File: src/rtl/gtma_pkg.sv
// ============================================================================
// gtma_pkg
// Shared types, codes and defaults for the GEMM tile multiply-accumulate.
// ============================================================================
package gtma_pkg;

    // default geometry
    localparam int TILE_ROWS_DEF = 8;
    localparam int TILE_COLS_DEF = 8;
    localparam int MAX_DEPTH_DEF = 16;

    // fixed field widths
    localparam int ELEM_W  = 16;
    localparam int C_W     = 48;
    localparam int COORD_W = 12;
    localparam int OUT_W   = 13;
    localparam int PROD_W  = 2 * ELEM_W;

    localparam logic signed [C_W-1:0] C_MAX = {1'b0, {(C_W-1){1'b1}}};
    localparam logic signed [C_W-1:0] C_MIN = {1'b1, {(C_W-1){1'b0}}};

    // commands
    localparam logic [1:0] CMD_LOAD_A = 2'd0;
    localparam logic [1:0] CMD_LOAD_B = 2'd1;
    localparam logic [1:0] CMD_LOAD_C = 2'd2;
    localparam logic [1:0] CMD_RUN    = 2'd3;

    // configuration register indexes
    localparam logic [1:0] REG_ALPHA = 2'd0;
    localparam logic [1:0] REG_ROWS  = 2'd1;
    localparam logic [1:0] REG_COLS  = 2'd2;
    localparam logic [1:0] REG_DEPTH = 2'd3;

    // reset values
    localparam logic signed [ELEM_W-1:0] ALPHA_RST = 16'sd256;
    localparam logic [3:0]               ROWS_RST  = 4'd8;
    localparam logic [3:0]               COLS_RST  = 4'd8;
    localparam logic [4:0]               DEPTH_RST = 5'd16;

    typedef struct packed {
        logic [1:0]                command;
        logic [COORD_W-1:0]        row;
        logic [COORD_W-1:0]        col;
        logic signed [ELEM_W-1:0]  element;
        logic signed [C_W-1:0]     partial_sum;
    } t_req;

    typedef struct packed {
        logic [OUT_W-1:0]      out_row;
        logic [OUT_W-1:0]      out_col;
        logic signed [C_W-1:0] value;
        logic                  saturated;
        logic                  last;
    } t_rsp;

    typedef struct packed {
        logic prod_en;
        logic acc_clr;
        logic acc_en;
        logic scale_en;
    } t_mac_ctl;

endpackage

File: src/rtl/gtma_mac.sv
// ============================================================================
// gtma_mac
// Shared multiply-accumulate, alpha scaling and saturating C update.
// ============================================================================
module gtma_mac
    import gtma_pkg::*;
#(
    parameter int MAX_DEPTH = MAX_DEPTH_DEF,
    localparam int ACC_W = PROD_W + 1 + $clog2(MAX_DEPTH + 1),
    localparam int SCL_W = ACC_W + ELEM_W,
    localparam int SUM_W = ((ACC_W + 8 > C_W) ? ACC_W + 8 : C_W) + 1
) (
    input  logic                     i_clk,
    input  t_mac_ctl                 i_ctl,
    input  logic signed [ELEM_W-1:0] i_a,
    input  logic signed [ELEM_W-1:0] i_b,
    input  logic signed [ELEM_W-1:0] i_alpha,
    input  logic signed [C_W-1:0]    i_c,
    output logic signed [C_W-1:0]    o_value,
    output logic                     o_sat
);

    logic signed [PROD_W-1:0] r_prod;
    logic signed [ACC_W-1:0]  r_acc;
    logic signed [SCL_W-1:0]  r_scaled;
    logic signed [SCL_W-1:0]  w_shift;
    logic signed [SUM_W-1:0]  w_sum;

    always_ff @(posedge i_clk) begin
        if (i_ctl.prod_en) begin
            r_prod <= i_a * i_b;
        end
        if (i_ctl.acc_clr) begin
            r_acc <= '0;
        end else if (i_ctl.acc_en) begin
            r_acc <= r_acc + ACC_W'(r_prod);
        end
        if (i_ctl.scale_en) begin
            r_scaled <= r_acc * i_alpha;
        end
    end

    // arithmetic shift = floor division by 256
    assign w_shift = r_scaled >>> 8;
    assign w_sum   = SUM_W'(i_c) + SUM_W'(w_shift);

    always_comb begin
        o_sat   = 1'b0;
        o_value = C_W'(w_sum);
        if (w_sum > SUM_W'(C_MAX)) begin
            o_value = C_MAX;
            o_sat   = 1'b1;
        end else if (w_sum < SUM_W'(C_MIN)) begin
            o_value = C_MIN;
            o_sat   = 1'b1;
        end
    end

endmodule

File: config.mk
export PLATFORM = sky130hd
export DESIGN_NAME = gtma_mac
export DESIGN_NICKNAME = d
export VERILOG_FILES = /design/src/rtl/gtma_pkg.sv /design/src/rtl/gtma_mac.sv
export SDC_FILE = /design/constraint.sdc
export NUM_CORES = 2
export LEC_CHECK = 0
export BUFFER_PORTS_ARGS = -buffer_cell sky130_fd_sc_hd__buf_2
export CAP_MARGIN = 10
export CORE_ASPECT_RATIO = 1.2
export CORE_MARGIN = 4
export CORE_UTILIZATION = 65
export CTS_BUF_LIST = sky130_fd_sc_hd__clkbuf_4 sky130_fd_sc_hd__clkbuf_8
export DETAILED_ROUTE_END_ITERATION = 8
export PLACE_DENSITY = 0.83
export SLEW_MARGIN = 20
export SYNTH_ARGS = -nofsm -noshare
export SYNTH_HDL_FRONTEND = slang
export SYNTH_SLANG_ARGS = --single-unit
File: constraint.sdc
create_clock -name i_clk -period 12.08 [get_ports i_clk]
set_clock_uncertainty 0.05 [all_clocks]
set_input_delay 3.624 -clock i_clk [delete_from_list [all_inputs] [get_ports i_clk]]
set_output_delay 3.624 -clock i_clk [all_outputs]
set_load 0.02 [all_outputs]
==> run_results.csv <==
group,metric,value,unit
clocking,hold_buffers,0,
clocking,cts_tree,"yes",
job,cap_violations,0,
clocking,clock_path_buffers,2,
synthesis,synth_edf_count,78,
clocking,clockRootBuffer,"clkbuf_8",
global_route,grt.total_usage,0.2961,
outcome,status,"completed",
clocking,htreeDepth,4,
floorplan,rows,97,
synthesis,seq_area_frac_synth,0.08002,
sta,maxClockFrequency,0.08797,GHz
floorplan,ios,150,
synthesis,synth.area.top_cells,"fa_1 43%, inv_1 9.9%, ha_1 9.4%",
synthesis,yosysTopAreaCellShare,0.4300,
layout,drive_above_1_share,0.04926,
clocking,cts_setup_buffers,0,
synthesis,ys_ff_latch,116,
synthesis,synth_nets,5576,
global_route,grt_pass1_vias,31769,
clocking,cts_resized,0,
sta,slew_headroom,0.2987,
sta,timing.final.crit_share,0.9410,
layout,final_common_cell,"inv_1",
hold_path,holdCritStartpoint,"r_prod[0]",
hold_path,hp-class,"reg2reg",
clocking,cts_num_sinks,116,
synthesis,async_flop_share,0,
placement,dp_cells,5125,
drt,via_per_inst,5.679,
sta,hold_violations,0,
sta,worst_pin_slew,1.052,ns
global_route,grt_pass1_wl,152.6,mm
critical_path,r2r_setup_slack,4.68,ns
critical_path,cp_slowest_stage_delay,0.65,ns
layout,area_growth_syn_to_layout,3.888,%
floorplan,core,58740,um^2
hold_path,worstHoldPathCells,3,
synthesis,syn-cell-area,38780,um^2
sta,min_period,11.37,ns
drt,vias,29299,
synthesis,yosysUniqueCellTypes,83,
layout,final_area,40290,um^2
sta,finalSetupViolCount,0,
floorplan,die_area,63650,um^2
placement,dpl_cell_area,39880,um^2
critical_path,critical_path_class,"in2out",
sta,grt_setup_unrepaired,"false",
critical_path,r2r-start,"r_acc[11]",
sta,slew_violations,0,
drt,routed_wl,90.56,mm
synthesis,synth_top_area_cell,"fa_1",
critical_path,ff2ff_path_depth,21,
global_route,overflow,0,
critical_path,endpoint_kind,"output port",
synthesis,syn_avg_cell_area,8.910,um^2
floorplan,die_h,275.6,um
critical_path,crit_family,"compound AO/OA/AOI/OAI gates",
sta,tns,0,ns
global_route,grt_max_degree,50,
sta,holdWs,0.5822,ns
layout,fin_cells,5159,
global_route,antenna_found_initial,3,
critical_path,crit_arrival,7.69,ns
synthesis,postSynthCellCount,4352,
critical_path,cp_max_fo,43,
drt,postRouteAntennaNets,0,
critical_path,slowest_stage,"nand2_2",
hold_path,min_to,"r_acc[0]",
drt,drc,0,
layout,final_cell_mix,"1,027 x inv_1, 833 x fa_1, 570 x nand2_1",
critical_path,reg2reg_to,"r_scaled[44]",
critical_path,crit_required,8.41,ns
placement,dp_hpwl,72.42,mm
layout,nets,5576,
synthesis,ys.flop_type,"edfxtp_1",
drt,routedWlPerCell,17.55,um
drt,drt_iter0_markers,1778,
placement,gp_congestion,0.9227,
synthesis,yosysWarnings,0,
clocking,cts_buffers,17,
critical_path,path_cells,"buf_2 -> ha_1 -> fa_1 -> a211oi_1 -> o211ai_1 -> nand4_1 -> a21oi_1 -> a21bo_2 -> a31oi_1 -> o21ai_1 -> a41o_1 -> nand2_2 -> a21oi_1 -> buf_2",
floorplan,die_w,231.0,um
clocking,path_clk_slew,0.08,ns
critical_path,path_buf_inv,2,
drt,drt_first_pass_iters,5,
critical_path,critPathLaunchType,"primary input",
placement,portBuffers,149,
floorplan,start_util,0.6602,
clocking,insertion_delay,0.51,ns
## how the worst max path moves through the flow
| stage | cells past startpoint | startpoint | endpoint | slack [ns] |
|---|---|---|---|---|
| after floorplan | 14 | i_c[0] | o_value[15] | 1.88 |
| after global placement | 14 | i_c[0] | o_value[20] | 0.89 |
| after detailed placement | 14 | i_c[0] | o_value[20] | 0.75 |
| after CTS | 14 | i_c[0] | o_value[38] | 0.72 |
| after global routing | 14 | i_c[0] | o_value[3] | 0.38 |
| final | 14 | i_c[0] | o_value[38] | 0.71 |
## metrics by stage
step                        util  setup WS (ns)
after floorplan                -          1.883
after global placement    0.6788         0.8871
after detailed placement  0.6788         0.7455
after CTS                 0.6857         0.7245
after global routing      0.6858         0.3832
final                     0.6858         0.7123
## cell families (layout without fill, tap and decap cells)
family,Yosys count,in the layout,share of synthesized area
other cells,0,2,0
flops,116,116,0.08002
xor+xnor,159,159,0.03591
compound gates,509,509,0.08599
mux,24,24,0.006227
fa+ha+maj,1128,1128,0.5249
simple gates,1213,1213,0.1496
buf+inv,1203,1216,0.1173
## tightest hold or removal path, delay by kind of cell, from the launching register on
family | cells | cell delay (ns)
adder cells (fa/ha/maj) | 1 | 0.13
flip-flops | 1 | 0.34
multiplexers | 1 | 0.06
AND/OR/NAND/NOR | 1 | 0.07
## state kept, by name, indices dropped and copies added, names as in the netlist
signal    cells
r_scaled     46
r_acc        38
r_prod       32
## cell usage after synthesis (4+ instances only)
library cell  instances
a21oi_1             167
a31o_2                5
and2_1              320
nand4_1              21
o211a_1               4
nand3_1              28
nor2b_1              17
nor2_1              141
o21bai_1             25
buf_1                 4
o31ai_1               4
nor4b_1               5
o22ai_1               6
o21ai_0              73
xnor2_1             113
a21o_1               93
fa_1                833
buf_2                 6
or2_2                 6
mux2i_1              23
edfxtp_1             78
inv_1              1027
maj3_1                5
nor3_1               23
dfxtp_1              38
and3_1               15
ha_1                290
a41o_1                4
a221oi_1              5
a221o_1               6
o211ai_1             11
nand2b_1             36
a31oi_1              14
o21a_1               16
or3_1                10
a311oi_1              4
and4_1                6
xor2_1               46
clkbuf_1            160
nor3b_1               4
nand2_1             570
a211oi_1             15
o21ai_1              11
a211o_1               5
## layer usage
| layer | vias to the layer above | track usage | wire [um] |
|---|---|---|---|
| met3 | 256 | 0.05275 | 7266 |
| met4 | 2 | 0.1065 | 3318 |
| li1 | 13190 | - | - |
| met1 | 14578 | 0.3518 | 33190 |
| met2 | 1273 | 0.5412 | 46780 |
| met5 | - | 0 | 11 |
## layout make-up
| cell class | count | area, um^2 |
|---|---|---|
| Sequential cell | 116 | 3103 |
| Antenna cell | 2 | 5.005 |
| Clock inverter | 15 | 171.4 |
| Tap cell | 792 | 991.0 |
| Clock buffer | 17 | 234.0 |
| Fill cell | 4625 | 18460 |
| Inverter | 1028 | 3859 |
| Timing Repair Buffer | 156 | 798.3 |
| Multi-Input combinational cell | 3033 | 31120 |
Power is not shown: default switching activity piles up to over one toggle a cycle in this logic, so the estimate is an artifact.
