**src/rtl/gtma_pkg.sv**
```systemverilog
// ============================================================================
// gtma_pkg
// Shared types, codes and defaults for the GEMM tile multiply-accumulate.
// ============================================================================
package gtma_pkg;

    // default geometry
    localparam int TILE_ROWS_DEF = 8;
    localparam int TILE_COLS_DEF = 8;
    localparam int MAX_DEPTH_DEF = 16;

    // fixed field widths
    localparam int ELEM_W  = 16;
    localparam int C_W     = 48;
    localparam int COORD_W = 12;
    localparam int OUT_W   = 13;
    localparam int PROD_W  = 2 * ELEM_W;

    localparam logic signed [C_W-1:0] C_MAX = {1'b0, {(C_W-1){1'b1}}};
    localparam logic signed [C_W-1:0] C_MIN = {1'b1, {(C_W-1){1'b0}}};

    // commands
    localparam logic [1:0] CMD_LOAD_A = 2'd0;
    localparam logic [1:0] CMD_LOAD_B = 2'd1;
    localparam logic [1:0] CMD_LOAD_C = 2'd2;
    localparam logic [1:0] CMD_RUN    = 2'd3;

    // configuration register indexes
    localparam logic [1:0] REG_ALPHA = 2'd0;
    localparam logic [1:0] REG_ROWS  = 2'd1;
    localparam logic [1:0] REG_COLS  = 2'd2;
    localparam logic [1:0] REG_DEPTH = 2'd3;

    // reset values
    localparam logic signed [ELEM_W-1:0] ALPHA_RST = 16'sd256;
    localparam logic [3:0]               ROWS_RST  = 4'd8;
    localparam logic [3:0]               COLS_RST  = 4'd8;
    localparam logic [4:0]               DEPTH_RST = 5'd16;

    typedef struct packed {
        logic [1:0]                command;
        logic [COORD_W-1:0]        row;
        logic [COORD_W-1:0]        col;
        logic signed [ELEM_W-1:0]  element;
        logic signed [C_W-1:0]     partial_sum;
    } t_req;

    typedef struct packed {
        logic [OUT_W-1:0]      out_row;
        logic [OUT_W-1:0]      out_col;
        logic signed [C_W-1:0] value;
        logic                  saturated;
        logic                  last;
    } t_rsp;

    typedef struct packed {
        logic prod_en;
        logic acc_clr;
        logic acc_en;
        logic scale_en;
    } t_mac_ctl;

endpackage

```
**src/rtl/gtma_c_mem.sv**
```systemverilog
// ============================================================================
// gtma_c_mem
// C tile store, one write and one registered read per cycle.
// ============================================================================
module gtma_c_mem
    import gtma_pkg::*;
#(
    parameter int TILE_ROWS = TILE_ROWS_DEF,
    parameter int TILE_COLS = TILE_COLS_DEF,
    localparam int RW = (TILE_ROWS > 1) ? $clog2(TILE_ROWS) : 1,
    localparam int CW = (TILE_COLS > 1) ? $clog2(TILE_COLS) : 1
) (
    input  logic                  i_clk,
    input  logic                  i_we,
    input  logic [RW-1:0]         i_wr_row,
    input  logic [CW-1:0]         i_wr_col,
    input  logic signed [C_W-1:0] i_wr_data,
    input  logic [RW-1:0]         i_rd_row,
    input  logic [CW-1:0]         i_rd_col,
    output logic signed [C_W-1:0] o_q
);

    logic signed [C_W-1:0] r_mem [TILE_ROWS][TILE_COLS];

    always_ff @(posedge i_clk) begin
        if (i_we) begin
            r_mem[i_wr_row][i_wr_col] <= i_wr_data;
        end
        o_q <= r_mem[i_rd_row][i_rd_col];
    end

endmodule

```
**config.mk**
```make
export PLATFORM = sky130hd
export DESIGN_NAME = gtma_c_mem
export DESIGN_NICKNAME = d
export VERILOG_FILES = /design/src/rtl/gtma_pkg.sv /design/src/rtl/gtma_c_mem.sv
export SDC_FILE = /design/constraint.sdc
export NUM_CORES = 2
export LEC_CHECK = 0
export BUFFER_PORTS_ARGS = -buffer_cell sky130_fd_sc_hd__buf_2
export CELL_PAD_IN_SITES_DETAIL_PLACEMENT = 2
export CELL_PAD_IN_SITES_GLOBAL_PLACEMENT = 2
export CORE_ASPECT_RATIO = 0.5
export CORE_MARGIN = 10
export CORE_UTILIZATION = 50
export CTS_CLUSTER_SIZE = 28
export DETAILED_ROUTE_END_ITERATION = 16
export GPL_TIMING_DRIVEN = 0
export PLACE_DENSITY_LB_ADDON = 0.1
export SKIP_LAST_GASP = 1
export SLEW_MARGIN = 10
export SYNTH_ARGS = -nofsm -noshare
export SYNTH_HDL_FRONTEND = slang
export SYNTH_SLANG_ARGS = --single-unit
```
**constraint.sdc**
```tcl
create_clock -name i_clk -period 9.81 [get_ports i_clk]
set_input_delay 1.962 -clock i_clk [delete_from_list [all_inputs] [get_ports i_clk]]
set_output_delay 1.962 -clock i_clk [all_outputs]
set_load 0.03 [all_outputs]
```
==> metrics, run 1 <==
post-synth cell types 32; Post-synth EDFFs 3072; Yosys reg bits 3120; Post-Syn Nets 4999; synth top area cells edfxtp_1, mux4_2, dfxtp_1, mux2i_1, o22ai_1; Synth area leader edfxtp_1; Routability Congestion 0.7997; chip width 704.7 um; Synth Flop Type edfxtp_1; Synth async-reset ratio 0%; IO buf count 102; Stop stage 3_5_place_dp; Syn Area/Cell 23.74 um2; Err [ERROR DPL-0033] detailed placement checks failed during check placement.; status did not finish; Initial Util 50.36%; Mapped Area 117200 um2; Syn. warnings 0; top cell type's share of synthesized area 78.71%; Placement Rows 125; DPL Wire Length 294000 um; Cells after Synth 4937; Seq/Total Area, Yosys 79.53%; # IOs 110; Chip Height 362.4 um
[synthesized netlist by cell type, types with 9 or more instances]
| cell type | n |
|---|---|
| clkbuf_1 | 105 |
| nor2_1 | 129 |
| buf_2 | 71 |
| nor2b_1 | 9 |
| a22oi_1 | 74 |
| edfxtp_1 | 3072 |
| o221ai_1 | 41 |
| buf_6 | 20 |
| buf_1 | 22 |
| a221oi_1 | 75 |
| nand2_1 | 45 |
| a22o_1 | 50 |
| mux2i_1 | 75 |
| nand3_1 | 12 |
| dfxtp_1 | 48 |
| mux4_2 | 766 |
| mux2_2 | 32 |
| buf_4 | 58 |
| o22ai_1 | 110 |
| a21oi_1 | 82 |
[cells by family after synthesis]
family,share of synthesized area [%]
DFF,79.53
muxes,15.67
AOI/OAI and AO/OA,2.663
buffers and inverters,1.281
and+or+nand+nor,0.8625
[metrics by stage]
| step | setup WS, ns | hold WS, ns | instance area (um2) | instances |
|---|---|---|---|---|
| after floorplan | 4.535 | 0.7762 | 117200 | 4937 |
| after global placement | 0.7032 | 0.9005 | 121600 | 8150 |
==> run 2, diff against run 1 <==
Settings changed: CELL_PAD_IN_SITES_DETAIL_PLACEMENT 2 to unset, CELL_PAD_IN_SITES_GLOBAL_PLACEMENT 2 to unset, CORE_ASPECT_RATIO 0.5 to unset, CORE_UTILIZATION 50 to 35, CTS_CLUSTER_SIZE 28 to unset, PLACE_DENSITY_LB_ADDON 0.1 to 0.15.
==> run 2 against run 1 <==
Compared with the run above: the run now ends clean; area after synthesis did not move; synthesized cell count unchanged.
==> metrics, run 2 <==
status finished clean; core area 333400 um2; IO buf count 102 (unchanged); Worst R2R Setup Slack 7.02 ns; Slew HR 8.645%; Initial Util 35.15% (-15 points); fraction of layout cells with a size suffix above 1 30.22%; Post-Syn Nets 4999 (unchanged); gr usage total 20.45%; vias in the first global route 58972; die area 358400 um2; Area Growth Syn to Fin 17.75%; Yosys reg bits 3120 (unchanged); antenna violations before repair 33; Placed Instance Area 127500 um2; DP Worst Slack 2.709 ns; setup repair after global routing missed its margin no; Post-DRT Antenna Nets 0; hold path start r_mem[7][351]; Final Hold Viols 0; Vias 57723; Synth Flop Type edfxtp_1; data arrival time of the critical path 6.86 ns; post-DR vias/cell 5.647; FILL cells 28812; design area 138000 um2; Nets 5617; final cycle utilization of the critical path 63.31%; TNS Setup 0 ns; Root Buffer clkbuf_16; worst hold-check path type register to register; flip-flop count of the largest register after layout 3072; largest net degree at the start of global routing 65; Chip Height 598.7 um (+65%); fin. max-slew vios 0; # IOs 110 (unchanged); CTS tree done; Clock Tree Buf Depth 4; Pre-antenna DRT Iters 5; Cells after Synth 4937 (unchanged); fmax 161.0 MHz; most frequent cells in the layout edfxtp_1, mux4_2, clkbuf_16, clkbuf_1; max incr delay on CP 1.08 ns; Post-CTS Setup Repair Bufs 0; CTS resizes 0; Worst Skew 0.04139 ns; Biggest register r_mem; Initial DRC Count 7087; worst path bufs/invs 3; largest registers r_mem x3072, o_q x48; grt total ovfl 0; Routability Congestion 0.7969 (-0.35%); Critical Path Source i_rd_col[2]; worst skew pair latency 0.93 ns; Worst-Margin Slew 1.370 ns; DPL Wire Length 247600 um (-16%); crit-path max FO 10; Reg2Reg Launch Point r_mem[5][190]; Mapped Area 117200 um2 (unchanged); WP data required 10.46 ns; H-tree level count 5; worst setup path category input pin to register; total CTS buffers 336; Leakage 42.70 nW; slowest CP cell nand3b_1; Synth area leader edfxtp_1; commonest non-fill, non-tap cell in the layout edfxtp_1; Final Critical Period 6.211 ns; synth top area cells edfxtp_1, mux4_2, dfxtp_1, mux2i_1, o22ai_1; Syn. warnings 0 (unchanged); # Max-Cap Violations 0; Final Worst Setup Slack 3.599 ns; DRT Wirelength 375000 um; # DRC 0; worst path cell trace buf_2 -> clkbuf_1 -> clkbuf_1 -> nand3b_1 -> o221ai_1 -> a21oi_1 -> a21oi_1 -> a221oi_1; Seq/Total Area, Yosys 79.53% (unchanged); Max VDD drop 0.1229 mV; CP Launch Type input pin; Post-synth EDFFs 3072 (unchanged); Synth async-reset ratio 0% (unchanged); final setup vio count 0; chip width 598.7 um (-15%); most frequent cell after synthesis edfxtp_1; clk sinks 3120; Syn Area/Cell 23.74 um2 (unchanged); Post-CTS Hold Buffers 0; top cell type's share of synthesized area 78.71% (unchanged); Synth top cells by count edfxtp_1, mux4_2, nor2_1, o22ai_1, clkbuf_1; CP top delay family buffers and inverters; post-synth cell types 32 (unchanged); pwr dens 207.1 nW/um2; Placement Rows 212 (+70%); Critical Path End Type register; global-route wire length before repair 508400 um; drt wl/cell 36.69 um; Clock transition at path regs 0.05 ns
==> run 2: path summary, 6_finish.rpt <==
kind | endpoint | cells past startpoint
min | o_q[15] | 5
min reg2reg | o_q[15] | 5
max | o_q[3] | 8
max reg2reg | o_q[46] | 5
==> run 2: kinds of logic after synthesis <==
kind of cell	share of synthesized area, %
flops	79.53
compound gates	2.663
mux	15.67
buf+inv	1.281
simple gates	0.8625
==> run 2: tightest hold or removal path, delay by kind of cell (launching register included) <==
family	cells	cell delay, ns
flops	1	0.31
mux	2	0.30
compound gates	2	0.22
simple gates	1	0.13
==> run 2: cell type report <==
type                    instances  area (um2)  share of cell area (%)
multi-input cells            1539       22980                   16.65
inverters                       1       3.754                0.002720
plain buffers                 277        1509                   1.093
flip-flops and latches       3120       93210                   67.54
repair buffers                280        4355                   3.156
clock inverters               154        1224                  0.8866
clock buffers                 449        9210                   6.673
diodes                         14       35.03                 0.02538
well taps                    4387        5489                   3.977
==> run 2: power by group <==
part           internal, mW  leakage, nW  switching, mW
Clock                  6.99         5.11           5.22
Sequential             14.8         28.0         0.0251
Combinational         0.498         9.55           1.08
Total                  22.2         42.7           6.33
==> run 2: layer usage <==
| metal | global-route usage, % | up-vias | wire (um) | part of all wire, % |
|---|---|---|---|---|
| met1 | 28.06 | 32133 | 155800 | 42 |
| met2 | 33.73 | 2401 | 182700 | 49 |
| li1 | - | 22685 | - | - |
| met3 | 3.384 | 502 | 24380 | 6.5 |
| met4 | 6.073 | 2 | 12160 | 3.2 |
| met5 | 0 | - | 16 | 0.0043 |
==> run 2: through the flow <==
step / hold slack (ns) / util [%] / total power, mW / instances
3_5_place_dp: 1.008 / 38.23 / 16.68 / 9604
3_3_place_gp: 0.9955 / 36.95 / 16.63 / 9426
4_1_cts: 1.026 / 41.36 / 28.83 / 10207
2_1_floorplan: 0.7762 / - / 15.84 / 4937
5_1_grt: 1.090 / 41.39 / 29.40 / 10214
6_report: 1.011 / 41.39 / 28.58 / 10221
Power figures use the tool's default switching activity.
